## src/rtl/core/ikf_pkg.sv

```systemverilog
// ----------------------------------------------------------------------------
// ikf_pkg
// shared constants, codes and tables of the tilt kalman fusion block
// ----------------------------------------------------------------------------
package ikf_pkg;

    // cordic and angle formats
    localparam int CORDIC_STEPS    = 16;
    localparam int ANGLE_FRAC_BITS = 8;
    localparam int EXTRA_BITS      = 8;
    localparam int STEP_CW         = $clog2(CORDIC_STEPS + 1);
    localparam int TAB_IW          = 5;

    // datapath widths
    localparam int CW     = 34;   // cordic x and y
    localparam int ZW     = 32;   // cordic angle, degrees q.20
    localparam int MAW    = 34;   // multiplier operand a
    localparam int MBW    = 32;   // multiplier operand b
    localparam int MPW    = MAW + MBW;
    localparam int DIV_QW = 24;
    localparam int DIV_NW = 33;
    localparam int DIV_DW = 35;
    localparam int DIV_CW = $clog2(DIV_QW + 1);

    // fixed-point constants
    localparam logic [MBW-1:0] GAIN_INV_Q30 = MBW'(652032874);
    localparam logic [MBW-1:0] DT_Q32       = MBW'(17179869);
    localparam logic [31:0]    NOISE_Q24    = 32'd4295;
    localparam logic [31:0]    MEAS_VAR_Q24 = 32'd150994944;
    localparam logic [31:0]    P_INIT_Q24   = 32'd67108864;
    localparam logic [24:0]    ONE_Q24      = 25'd16777216;

    // register indexes
    localparam logic [2:0] REG_AX_OFS  = 3'd0;
    localparam logic [2:0] REG_AY_OFS  = 3'd1;
    localparam logic [2:0] REG_AZ_OFS  = 3'd2;
    localparam logic [2:0] REG_GX_OFS  = 3'd3;
    localparam logic [2:0] REG_GY_OFS  = 3'd4;
    localparam logic [2:0] REG_GZ_OFS  = 3'd5;
    localparam logic [2:0] REG_YAW_THR = 3'd6;

    typedef enum logic [3:0] {
        ST_IDLE,
        ST_C1_GO,
        ST_C1_WT,
        ST_GAIN_MUL,
        ST_C2_GO,
        ST_C2_WT,
        ST_RATE_MUL,
        ST_DIV_GO,
        ST_DIV_WT,
        ST_KGAIN_MUL,
        ST_UNC_MUL,
        ST_UNC_WR,
        ST_DONE
    } t_state;

    // atan(2^-i) in degrees q.20
    function automatic logic [ZW-1:0] atan_q20(input logic [TAB_IW-1:0] i);
        logic [ZW-1:0] v;
        unique case (i)
            5'd0:    v = ZW'(47185920);
            5'd1:    v = ZW'(27855475);
            5'd2:    v = ZW'(14718068);
            5'd3:    v = ZW'(7471121);
            5'd4:    v = ZW'(3750058);
            5'd5:    v = ZW'(1876857);
            5'd6:    v = ZW'(938658);
            5'd7:    v = ZW'(469357);
            5'd8:    v = ZW'(234682);
            5'd9:    v = ZW'(117342);
            5'd10:   v = ZW'(58671);
            5'd11:   v = ZW'(29335);
            5'd12:   v = ZW'(14668);
            5'd13:   v = ZW'(7334);
            5'd14:   v = ZW'(3667);
            5'd15:   v = ZW'(1833);
            5'd16:   v = ZW'(917);
            5'd17:   v = ZW'(458);
            5'd18:   v = ZW'(229);
            5'd19:   v = ZW'(115);
            5'd20:   v = ZW'(57);
            5'd21:   v = ZW'(29);
            5'd22:   v = ZW'(14);
            5'd23:   v = ZW'(7);
            5'd24:   v = ZW'(4);
            5'd25:   v = ZW'(2);
            5'd26:   v = ZW'(1);
            default: v = '0;
        endcase
        return v;
    endfunction

endpackage

```

## src/rtl/core/ikf_mul.sv

```systemverilog
// ----------------------------------------------------------------------------
// ikf_mul
// shared signed multiplier with registered product
// ----------------------------------------------------------------------------
module ikf_mul (
    input  logic                              i_clk,
    input  logic signed [ikf_pkg::MAW-1:0]    i_a,
    input  logic signed [ikf_pkg::MBW-1:0]    i_b,
    output logic signed [ikf_pkg::MPW-1:0]    o_p
);
    import ikf_pkg::*;

    logic signed [MPW-1:0] r_p;

    always_ff @(posedge i_clk) begin
        r_p <= i_a * i_b;
    end

    assign o_p = r_p;

endmodule

```

## config.mk

```make
export PLATFORM = sky130hd
export DESIGN_NAME = ikf_mul
export DESIGN_NICKNAME = d
export VERILOG_FILES = /design/src/rtl/core/ikf_pkg.sv /design/src/rtl/core/ikf_mul.sv
export SDC_FILE = /design/constraint.sdc
export NUM_CORES = 2
export LEC_CHECK = 0
export BUFFER_PORTS_ARGS = -buffer_cell sky130_fd_sc_hd__buf_2
export CAP_MARGIN = 5
export CORE_MARGIN = 2
export CORE_UTILIZATION = 44
export CTS_CLUSTER_DIAMETER = 60
export CTS_CLUSTER_SIZE = 14
export DETAILED_ROUTE_END_ITERATION = 10
export GPL_TIMING_DRIVEN = 0
export PLACE_DENSITY = 0.6
export SLEW_MARGIN = 20
export SYNTH_ARGS = -nofsm -noshare
export SYNTH_HDL_FRONTEND = slang
export SYNTH_SLANG_ARGS = --single-unit
```

## constraint.sdc

```tcl
create_clock -name i_clk -period 7.2 [get_ports i_clk]
set_clock_uncertainty 0.1 [all_clocks]
set_input_delay 0.36 -clock i_clk [delete_from_list [all_inputs] [get_ports i_clk]]
set_output_delay 0.36 -clock i_clk [all_outputs]
set_load 0.02 [all_outputs]
```

==> impl_metrics.csv <==
group,metric,value,unit
clocking,cts_tree,"built",
floorplan,core,89700,sq um
worst_setup_path,startpoint_type,"input pin",
worst_setup_path,crit_family,"adder cells",
timing,report.final.slew_viol_count,0,
floorplan,ios,133,
timing,period_share,103,%
global_routing,grt_use_met1,41.0,%
synthesis,synth_seq_cells,66,
timing,tns,-1.54,ns
timing,relSlewSlack,56.8,%
layout,final_nets,5858,
drt,wl_per_cell,25.5,microns
timing,tightest_slew,0.647,ns
worst_setup_path,max_stage_delay,0.64,ns
synthesis,yosysTopAreaCellShare,57.6,%
synthesis,synth_edf_count,0,
global_routing,grtUsageMet3,7.04,%
floorplan,dieHeight,304,microns
run_status,status,"complete, but fails checks",
clocking,clkTransAtPathRegs,0.06,ns
clocking,htree_levels,3,
global_routing,grt_antenna_before_repair,11,
timing,max_freq,135,MHz
drt,drt_pass1_iterations,6,
layout,drive_gt1_share,16.6,%
timing,layout_setup_ws,-0.182,ns
synthesis,yosys_most_used_dff,"dfxtp_1",
floorplan,dieWidth,304,microns
global_routing,grt_pass1_wl,216000,microns
run_status,violations,"setup timing",
global_routing,overflow,0,
synthesis,synth_nets,5609,
layout,final_core_util,52.0,%
worst_setup_path,required,7.40,ns
worst_setup_path,critical_path_class,"in2reg",
synthesis,yosys.area.top_type,"fa_1",
synthesis,syn_area,39700,sq um
global_routing,grt_max_degree,17,
layout,largest_register_ffs,66,
timing,period_needed,7.38,ns
clocking,root_buffer,"clkbuf_16",
timing,finalSetupViolCount,17,
placement,port_buffers,126,
clocking,clockBufferDepth,2,
drt,routed_wl,144000,microns
placement,dp_hpwl,125000,microns
global_routing,grt_util_met2,51.2,%
synthesis,synthCells,4212,
drt,via_per_inst,5.33,
global_routing,top_usage_layer,"met2",
global_routing,grt_usage,32.3,%
worst_setup_path,path_buf_inv,6,
drt,first_iter_violations,2310,
worst_setup_path,critPathArrivalTime,7.58,ns
global_routing,grt_pass1_vias,32452,
synthesis,synth-seq-area-share,3.33,%
drt,ant_nets,0,
drt,drc,0,
clocking,cts.sinks,66,
timing,hold_viol,0,
synthesis,synth_warnings,0,
synthesis,ys_types,61,
worst_setup_path,slowest_stage,"fa_1",
layout,final_common_cell,"fa_1",
floorplan,die_area,92600,sq um
placement,gp_congestion,1.06,
worst_setup_path,worst-path-max-fanout,10,
synthesis,avgSynthCellArea,9.42,sq um
clocking,postCtsHoldBufs,0,
worst_setup_path,critPathCaptureType,"register",
run,maxCapViolCount,0,
hold_path,hp-class,"in2reg",
layout,syn_to_final_growth,17.5,%
layout,fillers,8348,
worst_setup_path,critPathMostFrequentCell,"fa_1",
layout,final_cell_mix,"fa_1 (1056), inv_1 (1034), nand2_1 (560), and2_1 (520), ha_1 (156)",
drt,vias,30066,
timing,rsz0062_at_grt,"yes",
floorplan,initial_core_util,44.2,%
floorplan,rows,110,
synthesis,synthTopCellsByArea,"fa_1 (58%), inv_1 (10%), and2_1 (8.4%)",
clocking,cts_buffers,9,
synthesis,async_flop_share,0,%
==> stage by stage <==
stage	hold slack, ns	cells	worst slack, ns	instance area (sq um)
after global routing	0.185	5641	-0.358	46600
after floorplan	0.387	4212	0.00272	39800
final	0.182	5644	-0.182	46600
after global placement	0.601	5514	-2.17	41900
after detailed placement	0.601	5514	-2.09	41900
after CTS	0.153	5607	-0.188	45700
==> layer usage <==
metal | vias up | wire length (microns)
met5 | - | 33
met4 | 6 | 10600
met3 | 426 | 13100
met2 | 1443 | 66300
met1 | 15698 | 53900
li1 | 12493 | -
==> synthesized netlist by cell type (6+ instances only) <==
| library cell | number |
|---|---|
| fa_1 | 1142 |
| inv_1 | 1053 |
| nand2_1 | 565 |
| and2_1 | 534 |
| clkbuf_1 | 219 |
| ha_1 | 188 |
| a21oi_1 | 73 |
| dfxtp_1 | 66 |
| nor2_1 | 64 |
| xnor2_1 | 52 |
| o21ai_0 | 35 |
| a21o_1 | 32 |
| nand3_1 | 21 |
| xor2_1 | 21 |
| nand2b_1 | 14 |
| a31oi_1 | 10 |
| nand4_1 | 10 |
| nor3_1 | 10 |
| o21bai_1 | 10 |
| buf_2 | 8 |
| nor2b_1 | 8 |
| o211ai_1 | 8 |
| a211oi_1 | 6 |
| and3_1 | 6 |
==> cells by family (layout without fill, tap and decap cells) <==
| logic type | Yosys count | in the layout | share of synthesized area, % |
|---|---|---|---|
| AO/OA/AOI/OAI | 219 | 219 | 3.79 |
| XOR/XNOR | 73 | 73 | 1.61 |
| adder cells (fa/ha/maj) | 1330 | 1330 | 63.5 |
| flip-flops | 66 | 66 | 3.33 |
| other | 0 | 3 | 0 |
| buffers and inverters | 1280 | 1533 | 12.1 |
| AND/OR/NAND/NOR | 1244 | 1244 | 15.6 |
==> worst paths after layout <==
path	from	endpoint	slack [ns]	cells after the start
worst max-delay path	i_b[29]	o_p[55]	-0.18	25
worst min-delay path	i_a[0]	o_p[0]	0.18	2
==> repair_timing <==
item / CTS / global route
gates cloned: 1 / 0
pin swaps: 107 / 120
resized for setup: 744 / 245
setup endpoints to repair: 43 / 27
buffers inserted: 82 / 40
==> cell type report <==
cell class	instances	area (sq um)	share of cell area (%)
flip-flops and latches	66	1320	2.83
well taps	1176	1470	3.16
clock inverters	5	31.3	0.0671
plain buffers	219	2930	6.29
clock buffers	10	239	0.512
diodes	3	7.51	0.0161
repair buffers	246	1880	4.03
multi-input cells	2866	34800	74.6
inverters	1053	3960	8.49
Power is left out: the tool's default activity adds up to more than one toggle a clock period on the data nets, which glitch-free logic cannot reach.
