**src/rtl/core/ikf_pkg.sv**
```systemverilog
// ----------------------------------------------------------------------------
// ikf_pkg
// shared constants, codes and tables of the tilt kalman fusion block
// ----------------------------------------------------------------------------
package ikf_pkg;

    // cordic and angle formats
    localparam int CORDIC_STEPS    = 16;
    localparam int ANGLE_FRAC_BITS = 8;
    localparam int EXTRA_BITS      = 8;
    localparam int STEP_CW         = $clog2(CORDIC_STEPS + 1);
    localparam int TAB_IW          = 5;

    // datapath widths
    localparam int CW     = 34;   // cordic x and y
    localparam int ZW     = 32;   // cordic angle, degrees q.20
    localparam int MAW    = 34;   // multiplier operand a
    localparam int MBW    = 32;   // multiplier operand b
    localparam int MPW    = MAW + MBW;
    localparam int DIV_QW = 24;
    localparam int DIV_NW = 33;
    localparam int DIV_DW = 35;
    localparam int DIV_CW = $clog2(DIV_QW + 1);

    // fixed-point constants
    localparam logic [MBW-1:0] GAIN_INV_Q30 = MBW'(652032874);
    localparam logic [MBW-1:0] DT_Q32       = MBW'(17179869);
    localparam logic [31:0]    NOISE_Q24    = 32'd4295;
    localparam logic [31:0]    MEAS_VAR_Q24 = 32'd150994944;
    localparam logic [31:0]    P_INIT_Q24   = 32'd67108864;
    localparam logic [24:0]    ONE_Q24      = 25'd16777216;

    // register indexes
    localparam logic [2:0] REG_AX_OFS  = 3'd0;
    localparam logic [2:0] REG_AY_OFS  = 3'd1;
    localparam logic [2:0] REG_AZ_OFS  = 3'd2;
    localparam logic [2:0] REG_GX_OFS  = 3'd3;
    localparam logic [2:0] REG_GY_OFS  = 3'd4;
    localparam logic [2:0] REG_GZ_OFS  = 3'd5;
    localparam logic [2:0] REG_YAW_THR = 3'd6;

    typedef enum logic [3:0] {
        ST_IDLE,
        ST_C1_GO,
        ST_C1_WT,
        ST_GAIN_MUL,
        ST_C2_GO,
        ST_C2_WT,
        ST_RATE_MUL,
        ST_DIV_GO,
        ST_DIV_WT,
        ST_KGAIN_MUL,
        ST_UNC_MUL,
        ST_UNC_WR,
        ST_DONE
    } t_state;

    // atan(2^-i) in degrees q.20
    function automatic logic [ZW-1:0] atan_q20(input logic [TAB_IW-1:0] i);
        logic [ZW-1:0] v;
        unique case (i)
            5'd0:    v = ZW'(47185920);
            5'd1:    v = ZW'(27855475);
            5'd2:    v = ZW'(14718068);
            5'd3:    v = ZW'(7471121);
            5'd4:    v = ZW'(3750058);
            5'd5:    v = ZW'(1876857);
            5'd6:    v = ZW'(938658);
            5'd7:    v = ZW'(469357);
            5'd8:    v = ZW'(234682);
            5'd9:    v = ZW'(117342);
            5'd10:   v = ZW'(58671);
            5'd11:   v = ZW'(29335);
            5'd12:   v = ZW'(14668);
            5'd13:   v = ZW'(7334);
            5'd14:   v = ZW'(3667);
            5'd15:   v = ZW'(1833);
            5'd16:   v = ZW'(917);
            5'd17:   v = ZW'(458);
            5'd18:   v = ZW'(229);
            5'd19:   v = ZW'(115);
            5'd20:   v = ZW'(57);
            5'd21:   v = ZW'(29);
            5'd22:   v = ZW'(14);
            5'd23:   v = ZW'(7);
            5'd24:   v = ZW'(4);
            5'd25:   v = ZW'(2);
            5'd26:   v = ZW'(1);
            default: v = '0;
        endcase
        return v;
    endfunction

endpackage

```
**src/rtl/core/ikf_div.sv**
```systemverilog
// ----------------------------------------------------------------------------
// ikf_div
// restoring divider for the kalman gain, one quotient bit per cycle
// ----------------------------------------------------------------------------
module ikf_div (
    input  logic                          i_clk,
    input  logic                          i_rst_n,
    input  logic                          i_start,
    input  logic [ikf_pkg::DIV_NW-1:0]    i_num,
    input  logic [ikf_pkg::DIV_DW-1:0]    i_den,
    output logic                          o_done,
    output logic [ikf_pkg::DIV_QW-1:0]    o_quo
);
    import ikf_pkg::*;

    logic [DIV_DW:0]     r_rem;
    logic [DIV_DW-1:0]   r_den;
    logic [DIV_QW-1:0]   r_quo;
    logic [DIV_CW-1:0]   r_cnt;
    logic                r_busy, r_done;
    logic [DIV_DW:0]     w_try;
    logic                w_ge;

    // numerator is below the divisor, so remainder stays under it
    assign w_try = {r_rem[DIV_DW-1:0], 1'b0};
    assign w_ge  = w_try >= {1'b0, r_den};

    always_ff @(posedge i_clk) begin
        if (!i_rst_n) begin
            r_busy <= 1'b0;
            r_done <= 1'b0;
        end else begin
            r_done <= 1'b0;
            if (i_start) begin
                r_rem  <= (DIV_DW + 1)'(i_num);
                r_den  <= i_den;
                r_quo  <= '0;
                r_cnt  <= '0;
                r_busy <= 1'b1;
            end else if (r_busy) begin
                r_rem <= w_ge ? (w_try - {1'b0, r_den}) : w_try;
                r_quo <= {r_quo[DIV_QW-2:0], w_ge};
                r_cnt <= r_cnt + 1'b1;
                if (r_cnt == DIV_CW'(DIV_QW - 1)) begin
                    r_busy <= 1'b0;
                    r_done <= 1'b1;
                end
            end
        end
    end

    assign o_done = r_done;
    assign o_quo  = r_quo;

endmodule

```
**config.mk**
```make
export PLATFORM = sky130hd
export DESIGN_NAME = ikf_div
export DESIGN_NICKNAME = d
export VERILOG_FILES = /design/src/rtl/core/ikf_pkg.sv /design/src/rtl/core/ikf_div.sv
export SDC_FILE = /design/constraint.sdc
export NUM_CORES = 1
export LEC_CHECK = 0
export BUFFER_PORTS_ARGS = -buffer_cell sky130_fd_sc_hd__buf_2
export CORE_MARGIN = 4
export CORE_UTILIZATION = 58
export CTS_CLUSTER_DIAMETER = 150
export DETAILED_ROUTE_END_ITERATION = 10
export PLACE_DENSITY = 0.84
export SYNTH_ARGS = -nofsm -noshare
export SYNTH_HDL_FRONTEND = slang
export SYNTH_SLANG_ARGS = --single-unit
```
**constraint.sdc**
```tcl
create_clock -name i_clk -period 4.2 [get_ports i_clk]
set_input_delay 1.05 -clock i_clk [delete_from_list [all_inputs] [get_ports i_clk]]
set_output_delay 1.05 -clock i_clk [all_outputs]
set_load 0.1 [all_outputs]
```
==> results of run 1 <==
==> worst max-delay path, stage by stage, from the launching register on <==
cell       delay, ps
edfxtp_1         470
fa_1             490
a21o_1           220
a221o_1          340
o22ai_2          240
a2111oi_2        150
a211oi_4         240
buf_4            400
nor2_1           100
a211oi_1         350
a21oi_1           70
==> synth_stat cells (3+ instances only) <==
library cell,count
a211oi_1,10
a21o_1,17
a21oi_1,52
a221o_1,3
a2bb2oi_1,3
a31oi_1,4
and2_1,3
and3_1,3
buf_2,6
buf_4,4
buf_6,5
clkbuf_1,11
edfxtp_1,99
ha_1,36
inv_1,56
mux2_2,15
mux2i_1,5
nand2_1,51
nand2b_1,4
nand3_1,12
nand4_1,7
nor2_1,41
nor2b_1,33
nor3_1,13
nor3b_1,4
o211ai_1,4
o21a_1,8
o21ai_0,15
o21ai_1,18
o21bai_1,4
o31ai_1,7
xnor2_1,12
xor2_1,13
==> worst paths after layout <==
check           start       end  slack (ps)  depth (start not counted)
max          r_rem[0]  r_rem[4]         860                         10
min            r_busy    o_done         460                          2
max reg2reg  r_rem[0]  r_rem[4]         860                         10
min reg2reg    r_busy    o_done         460                          2
==> sequential cells by signal (all words and copies together), names as in the netlist <==
name / flops
o_done: 1
o_quo: 24
r_busy: 1
r_den: 35
r_rem: 35
r_cnt: 5
==> where the power goes <==
part           switching (mW)  total (mW)  internal [mW]  leakage [nW]
Sequential             0.0385        1.25           1.21         0.964
Clock                   0.359       0.639          0.281        0.0906
Combinational           0.609       0.984          0.374          1.93
==> layout make-up <==
class	count	area, um2
tap	136	170
clock buffer	10	128
inverter	56	210
sequential	101	3010
fill	825	3380
multi-input combinational	438	2990
timing repair buffer	101	546
clock inverter	6	72.6
==> stage by stage <==
step | instance area (um2) | worst slack (ps) | instances | hold slack (ps)
5_1_grt | 7130 | 654 | 848 | 479
6_report | 7130 | 857 | 848 | 457
2_1_floorplan | 6370 | 694 | 622 | 421
3_5_place_dp | 6930 | 894 | 832 | 437
3_3_place_gp | 6930 | 1010 | 832 | 427
4_1_cts | 7130 | 877 | 848 | 452
==> per-layer routing <==
layer  GRT usage  vias to the layer above
met5           0                        -
met4      0.0705                        0
met3      0.0369                       17
met2       0.379                      162
met1       0.295                     2309
li1            -                     2418
==> cell families after synthesis <==
logic type               Yosys count
AND/OR/NAND/NOR                  187
AO/OA/AOI/OAI                    168
flip-flops                       101
buffers and inverters             83
adder cells (fa/ha/maj)           37
XOR/XNOR                          25
multiplexers                      21
==> metrics.csv, run 1 <==
stage;metric;value;unit
clock_tree;worst skew pair latency;380;ps
synth;mux share of post-synthesis cell area;0.0368;
grt;initial antenna violation count;0;
die;die area;12700;um2
synth;#FFs+latches synth;101;
worst_setup_path;CP Capture Type;flop;
synth;sequential-to-total area share from yosys stat;0.473;
detailed_routing;DR WL met2;6790;um
placed_design;routability cong.;0.932;
sta;Final setup viols;0;
die;initial core utilization;0.606;
die;Die Wd;113;um
job;total of max-cap violations;0;
grt;vias in the first global route;4828;
worst_setup_path;Worst Path Arrival;3460;ps
detailed_routing;via density per instance;5.79;
clock_tree;H-Tree Depth;3;
synth;Gate Count Post-Synth;622;
synth;Post-synth ARST share;0;
pwr;leakage;2.98;nW
clock_tree;Clock Pin Slew Worst Setup and Hold Paths;100;ps
synth;top-area cell type share of the netlist area;0.467;
die;die span in y;113;um
synth;Synth Area in Compound Gates;0.173;
sta;total negative slack;0;ps
clock_tree;clock sinks;101;
detailed_routing;Residual DRC;0;
clock_tree;CTS Buf Count;9;
finish;n_diodes;0;
pwr;Cell Pwr Density;403;nW/um2
detailed_routing;routed vias;4906;
worst_setup_path;Critical Path Fanout Max;36;
synth;XOR/XNOR Fraction of Synth Area;0.0344;
clock_tree;CTS tree;done;
sta;minimum clock period;3340;ps
synth;Post-Synth Adder-Cell Area;0.0739;
sta;Final Slew Violations;0;
sta;endpoints failing hold;0;
clock_tree;PostCTS Resize Cnt;0;
finish;final core utilization;0.678;
sta;Max-slew headroom;0.364;
die;Row Count;37;
finish;share of layout cells above drive strength 1;0.209;
detailed_routing;DRT antenna net count;0;
detailed_routing;drt pass-1 iters;5;
clock_tree;Hold Buf Count CTS;0;
die;I/O Pins;96;
worst_setup_path;crit path kind;reg -> reg;
status;status;completed;
synth;Simple-Gate Fraction of Synth Area;0.150;
sta;clk_skew;9.20;ps
placed_design;Final HPWL DP;10400;um
min_path;class of the worst hold path;reg -> reg;
grt;Tot GR Track Use;0.223;
detailed_routing;DR WL met3;805;um
clock_tree;CTS Buffer Depth;2;
finish;commonest non-fill, non-tap cell in the layout;edfxtp_1;
sta;Worst Max-Slew Pin Slew;955;ps
pwr;Power, Total;2.88;mW
pwr;maximum vdd drop;0.000215;V
detailed_routing;DR top layer;met4;
grt;largest net degree at the start of global routing;56;
worst_setup_path;Worst Path Required;4320;ps
placed_design;IO Port Bufs;95;
grt;first-pass GRT wire length;23200;um
clock_tree;clock root buffer;clkbuf_8;
clock_tree;postcts setup bufs;0;
detailed_routing;final WL;14000;um
synth;ys flop type;edfxtp_1;
finish;commonest cells after routing, fill and taps aside;edfxtp_1 (99), buf_2 (95), inv_1 (56);
die;core area;10500;um2
finish;synthesis-to-layout area growth;12.0;%
grt;global route overflow;0;
sta;Final Cycle Share;0.796;
sta;RSZ-0062 raised after global routing;false;
detailed_routing;DR WL/cell;16.6;um
finish;# nets final;815;
synth;synth top area cells;edfxtp_1 (47%), ha_1 (7.1%), a21oi_1 (4.1%);
synth;yosys warns;0;
synth;largest family of logic cells by synthesized area;compound AO/OA/AOI/OAI gates;
synth;Post-Syn Area per Cell;10.2;um2
sta;Fmax achieved;0.299;GHz
detailed_routing;M1 wire length;6210;um
synth;EDFF count, synth;99;
detailed_routing;initial DRC count;373;
synth;mapped cell area;6370;um2
synth;Distinct cells, synth;68;
synth;post-synth top area cell;edfxtp_1;
synth;Syn Nets;730;
worst_setup_path;CP Launch Type;flop;
Note: power is estimated with default switching activity, not from simulation.
==> run 2, diff against run 1 <==
ABC_AREA = 1   (was not set)
CORE_UTILIZATION = 53   (was 58)
PLACE_DENSITY = 0.8   (was 0.84)
clock period = 2.75 ns   (was 4.2 ns; I/O delays follow)
==> run 2 against run 1 <==
  * Sequential power is 57% higher
  * Combinational power is 95% higher
  * Flip-flop and latch count stayed put
  * Sequential share of layout area is 5.4 points lower
  * Critical path depth is 1 higher
  * Via count is 29% higher
  * Worst hold slack better by 29 ps
  * Synthesized area is 13% higher
  * Non-clock buffer count is 6 higher
  * Critical path type unchanged
  * Largest cell class is now multi-input combinational cells
  * Highest routed layer is now met5
==> metrics.csv, run 2 <==
stage;metric;value;unit
sta;RSZ-0062 raised after global routing;false;
finish;share of layout cells above drive strength 1;0.132;
clock_tree;postcts setup bufs;0;
clock_tree;Hold Buf Count CTS;0;
sta;Fmax achieved;0.397;GHz
die;Die Wd;124;um
sta;Final Cycle Share;0.916;
finish;n_diodes;0;
sta;endpoints failing hold;0;
worst_setup_path;crit path kind;reg -> reg;
finish;multi-input combinational cell area;3290;um2
die;initial core utilization;0.541;
clock_tree;Clock Pin Slew Worst Setup and Hold Paths;80;ps
synth;post-synth top area cell;edfxtp_1;
worst_setup_path;Worst Path Arrival;2640;ps
synth;synth top area cells;edfxtp_1 (41%), nand2_1 (20%), inv_1 (11%);
sta;Final setup viols;0;
synth;Syn Nets;1107;
worst_setup_path;Worst Path Required;2870;ps
synth;Post-synth ARST share;0;
detailed_routing;DR WL/cell;14.5;um
clock_tree;PostCTS Resize Cnt;0;
grt;vias in the first global route;6273;
sta;Final Slew Violations;0;
finish;Fillers;1260;
detailed_routing;DRT antenna net count;0;
detailed_routing;drt pass-1 iters;7;
clock_tree;clock root buffer;clkbuf_16;
grt;largest net degree at the start of global routing;50;
pwr;Cell Pwr Density;636;nW/um2
clock_tree;H-Tree Depth;3;
finish;Seq. cell area;3010;um2
sta;clk_skew;14.2;ps
synth;Distinct cells, synth;34;
status;status;completed;
finish;commonest cells after routing, fill and taps aside;nand2_1 (383), inv_1 (204), edfxtp_1 (99);
synth;#FFs+latches synth;101;
detailed_routing;routed vias;6352;
synth;sequential-to-total area share from yosys stat;0.420;
worst_setup_path;Critical Path Fanout Max;17;
pwr;leakage;4.40;nW
synth;yosys warns;0;
sta;minimum clock period;2520;ps
detailed_routing;via density per instance;4.96;
die;core area;13200;um2
worst_setup_path;CP Capture Type;flop;
grt;global route overflow;0;
clock_tree;worst skew pair latency;370;ps
synth;mapped cell area;7170;um2
synth;Post-synth top cells;nand2_1 (384), inv_1 (204), edfxtp_1 (99);
detailed_routing;Residual DRC;0;
synth;ys flop type;edfxtp_1;
pwr;maximum vdd drop;0.000539;V
grt;Tot GR Track Use;0.243;
grt;first-pass GRT wire length;30400;um
finish;synthesis-to-layout area growth;14.1;%
clock_tree;CTS tree;done;
worst_setup_path;CP Launch Type;flop;
finish;commonest non-fill, non-tap cell in the layout;nand2_1;
die;die span in y;124;um
synth;Post-Syn Area per Cell;7.17;um2
finish;# nets final;1207;
die;die area;15400;um2
synth;most frequent cell after synthesis;nand2_1;
placed_design;Final HPWL DP;14800;um
grt;initial antenna violation count;1;
die;Row Count;42;
job;total of max-cap violations;0;
detailed_routing;final WL;18500;um
min_path;class of the worst hold path;in -> reg;
sta;Worst Max-Slew Pin Slew;509;ps
sta;total negative slack;0;ps
synth;Gate Count Post-Synth;999;
placed_design;IO Port Bufs;95;
synth;top-area cell type share of the netlist area;0.415;
synth;EDFF count, synth;99;
clock_tree;CTS Buf Count;9;
clock_tree;clock sinks;101;
sta;Max-slew headroom;0.661;
placed_design;routability cong.;0.961;
clock_tree;CTS Buffer Depth;2;
detailed_routing;initial DRC count;375;
die;I/O Pins;96;
sta;worst hold slack;486;ps
==> run 2: cell count changes after synthesis, sizes merged, moves of 23 or more <==
cell	before	now
nand3b	2	28
nand3	12	64
nand2	53	392
inv	56	206
o21ai	34	11
nor2b	33	0
a21oi	54	21
nor2	41	86
==> run 2: area by class of cell <==
| cell class | instances | share of cell area |
|---|---|---|
| multi-input cells | 674 | 0.402 |
| inverters | 206 | 0.0946 |
| flip-flops and latches | 101 | 0.368 |
| well taps | 176 | 0.0269 |
| clock buffers | 9 | 0.0275 |
| repair buffers | 107 | 0.0692 |
| clock inverters | 7 | 0.0109 |
==> run 2: power by group <==
group / total [mW] / switching, mW / internal (mW)
registers: 1.96 / 0.0711 / 1.89
clock network: 1.32 / 0.665 / 0.653
logic: 1.92 / 1.30 / 0.617
==> run 2: worst paths after layout <==
path / cells after the start / startpoint / end / slack [ps]
setup / recovery: 11 / r_rem[0] / r_rem[15] / 230
hold / removal: 1 / i_den[33] / r_den[33] / 490
setup reg to reg: 11 / r_rem[0] / r_rem[15] / 230
hold reg to reg: 2 / r_busy / o_done / 520
==> run 2: per-stage QoR <==
step / instance area [um2] / power [mW] / setup slack (ps) / cells / util
2_1_floorplan: 7170 / 3.45 / 520 / 999 / -
3_3_place_gp: 7860 / 3.87 / 295 / 1264 / 0.594
3_5_place_dp: 7860 / 3.90 / 267 / 1264 / 0.594
4_1_cts: 8180 / 5.21 / 241 / 1280 / 0.617
5_1_grt: 8180 / 5.54 / 23.4 / 1280 / 0.617
6_report: 8180 / 5.20 / 230 / 1280 / 0.617
==> run 2: per-layer routing <==
metal,vias to the layer above,GRT usage,part of all wire
met3,26,0.0493,0.054
met4,2,0.0845,0.023
li1,3293,-,-
met5,-,0,0.00070
met1,2879,0.311,0.45
met2,152,0.411,0.47
==> run 2: cell families (layout without fill, tap and decap cells) <==
family	after synthesis	in the layout	share of synthesized area
AND/OR/NAND/NOR	587	587	0.350
XOR/XNOR	15	15	0.0183
AO/OA/AOI/OAI	35	35	0.0253
flip-flops	101	101	0.420
buffers and inverters	224	329	0.121
adder cells (fa/ha/maj)	37	37	0.0657
==> run 2: worst max-delay path, cell delays in order, from the launching register on <==
cell	delay (ps)
edfxtp_1	440
fa_1	500
inv_1	80
nor2_1	60
or2_1	260
nand2_1	130
nand3b_2	120
nand2_4	150
buf_4	260
nand3b_1	100
nand3_1	110
nand2_1	50
==> run 3, diff against run 2 <==
CORE_UTILIZATION = 59   (was 53)
GPL_TIMING_DRIVEN = 0   (was not set)
PLACE_DENSITY = 0.84   (was 0.8)
clock period = 2.7 ns   (was 2.75 ns; I/O delays follow)
==> run 3 against run 2 <==
  * Non-clock buffer count increased by 8
  * Register-to-register slack got worse by 120 ps
  * Core utilization increased by 8.6 points
  * Clock-buffer cell count unchanged
  * Routed wire length increased by 5.4%
  * Flip-flop and latch count unchanged
  * Combinational power increased by 7%
  * Sequential power increased by 3%
  * Design area increased by 0.32%
==> metrics.csv, run 3 (synthesis gave the netlist of run 2 again) <==
stage;metric;value;unit
status;status;completed;
clock_tree;Clock Pin Slew Worst Setup and Hold Paths;80;ps
placed_design;IO Port Bufs;94;
worst_setup_path;Worst Path Required;2820;ps
detailed_routing;Residual DRC;0;
finish;# nets final;1215;
sta;Worst Max-Slew Pin Slew;854;ps
worst_setup_path;max incr delay on CP;440;ps
sta;minimum clock period;2590;ps
placed_design;routability cong.;0.984;
sta;Fmax achieved;0.386;GHz
sta;Final Slew Violations;0;
clock_tree;H-Tree Depth;3;
clock_tree;CTS Buf Count;9;
detailed_routing;DR WL/cell;15.6;um
detailed_routing;DRT antenna net count;0;
worst_setup_path;CP cell instances;ha_1, ha_1, nand3_1, nor2_1, nand3_1, nand3_2, nor2_4, nand2_4, nand2_2, buf_6, nand2_1, nand2_1, nand2_1;
die;die area;14000;um2
clock_tree;Hold Buf Count CTS;0;
worst_setup_path;Worst Path Arrival;2710;ps
die;I/O Pins;96;
grt;Tot GR Track Use;0.285;
detailed_routing;final WL;19500;um
worst_setup_path;Worst path slowest cell;edfxtp_1;
finish;synthesis-to-layout area growth;14.5;%
clock_tree;clock sinks;101;
pwr;Cell Pwr Density;656;nW/um2
detailed_routing;routed vias;6469;
sta;Max-slew headroom;0.431;
placed_design;Final HPWL DP;15200;um
finish;final instance area;8200;um2
clock_tree;worst skew pair latency;370;ps
pwr;maximum vdd drop;0.000513;V
sta;total negative slack;0;ps
finish;commonest non-fill, non-tap cell in the layout;nand2_1;
worst_setup_path;crit path kind;reg -> reg;
sta;clk_skew;16.1;ps
pwr;leakage;4.37;nW
sta;Final WS setup;110;ps
die;die span in y;118;um
grt;vias in the first global route;6317;
grt;largest net degree at the start of global routing;65;
worst_setup_path;Critical Path Fanout Max;10;
min_path;class of the worst hold path;in -> reg;
die;initial core utilization;0.614;
clock_tree;CTS Buffer Depth;2;
job;total of max-cap violations;0;
worst_setup_path;CP Capture Type;flop;
die;Die Wd;118;um
detailed_routing;drt pass-1 iters;7;
grt;first-pass GRT wire length;31300;um
finish;share of layout cells above drive strength 1;0.140;
clock_tree;clock root buffer;clkbuf_16;
grt;global route overflow;0;
detailed_routing;initial DRC count;482;
finish;n_diodes;0;
pwr;Power, Total;5.38;mW
die;Row Count;39;
worst_setup_path;CP Launch Type;flop;
placed_design;pre-CTS setup slack;51.5;ps
placed_design;Placed Area;7820;um2
grt;initial antenna violation count;0;
die;core area;11700;um2
worst_setup_path;Top cell by count, worst path;nand2_1;
finish;commonest cells after routing, fill and taps aside;nand2_1 (383), inv_1 (203), edfxtp_1 (99);
clock_tree;CTS tree;done;
detailed_routing;via density per instance;5.15;
sta;worst hold slack;474;ps
sta;Final setup viols;0;
sta;endpoints failing hold;0;
sta;Final Cycle Share;0.959;
-- run 3: cell count changes in the layout (fill, tap and decap cells not counted), moves of 3 or more --
cell / delta
buf_4: -7
ha_2: +7
ha_1: -10
buf_2: +3
clkbuf_1: +8
ha_4: +3
-- run 3: where the power goes --
group	switching [mW]	leakage, nW	internal (mW)
combinational	1.39	3.26	0.660
clock	0.665	0.145	0.652
sequential	0.0826	0.973	1.93
total	2.14	4.37	3.24
-- run 3: stage by stage --
step                       util  std cells
final                     0.703       1255
after global routing      0.703       1255
after CTS                 0.696       1252
after detailed placement  0.671       1236
after global placement    0.670       1236
after floorplan               -        999
-- run 3: path summary, 6_finish.rpt --
check	from	to	slack, ps	cells after the start
max	r_rem[0]	r_rem[26]	110	13
min reg2reg	r_busy	o_done	560	2
max reg2reg	r_rem[0]	r_rem[26]	110	13
min	i_den[33]	r_den[33]	470	1
-- run 3: what timing repair did --
| item | 4_1_cts | 5_1_grt |
|---|---|---|
| setup buffers | 0 | 3 |
| setup endpoints to repair | 0 | 33 |
| gates resized for setup | 0 | 14 |
-- run 3: layout make-up --
cell class / instances / area [um2]
Clock inverter: 7 / 68.8
Multi-Input combinational cell: 674 / 3360
Buffer: 18 / 95.1
Inverter: 206 / 773
Tap cell: 143 / 179
Sequential cell: 101 / 3010
Clock buffer: 9 / 225
Fill cell: 970 / 3460
Timing Repair Buffer: 97 / 493
-- run 3: per-layer routing --
| metal | up-vias | global-route usage | wire [um] |
|---|---|---|---|
| li1 | 3304 | - | - |
| met3 | 39 | 0.0697 | 1660 |
| met4 | 0 | 0.104 | 588 |
| met5 | - | 0 | 0 |
| met2 | 250 | 0.441 | 8500 |
| met1 | 2876 | 0.390 | 8760 |
-- run 3: worst max-delay path, delay by kind of cell (launching register included) --
family / cells / cell delay, ps
flip-flops: 1 / 440
adder cells (fa/ha/maj): 2 / 640
AND/OR/NAND/NOR: 10 / 1080
buffers and inverters: 1 / 170
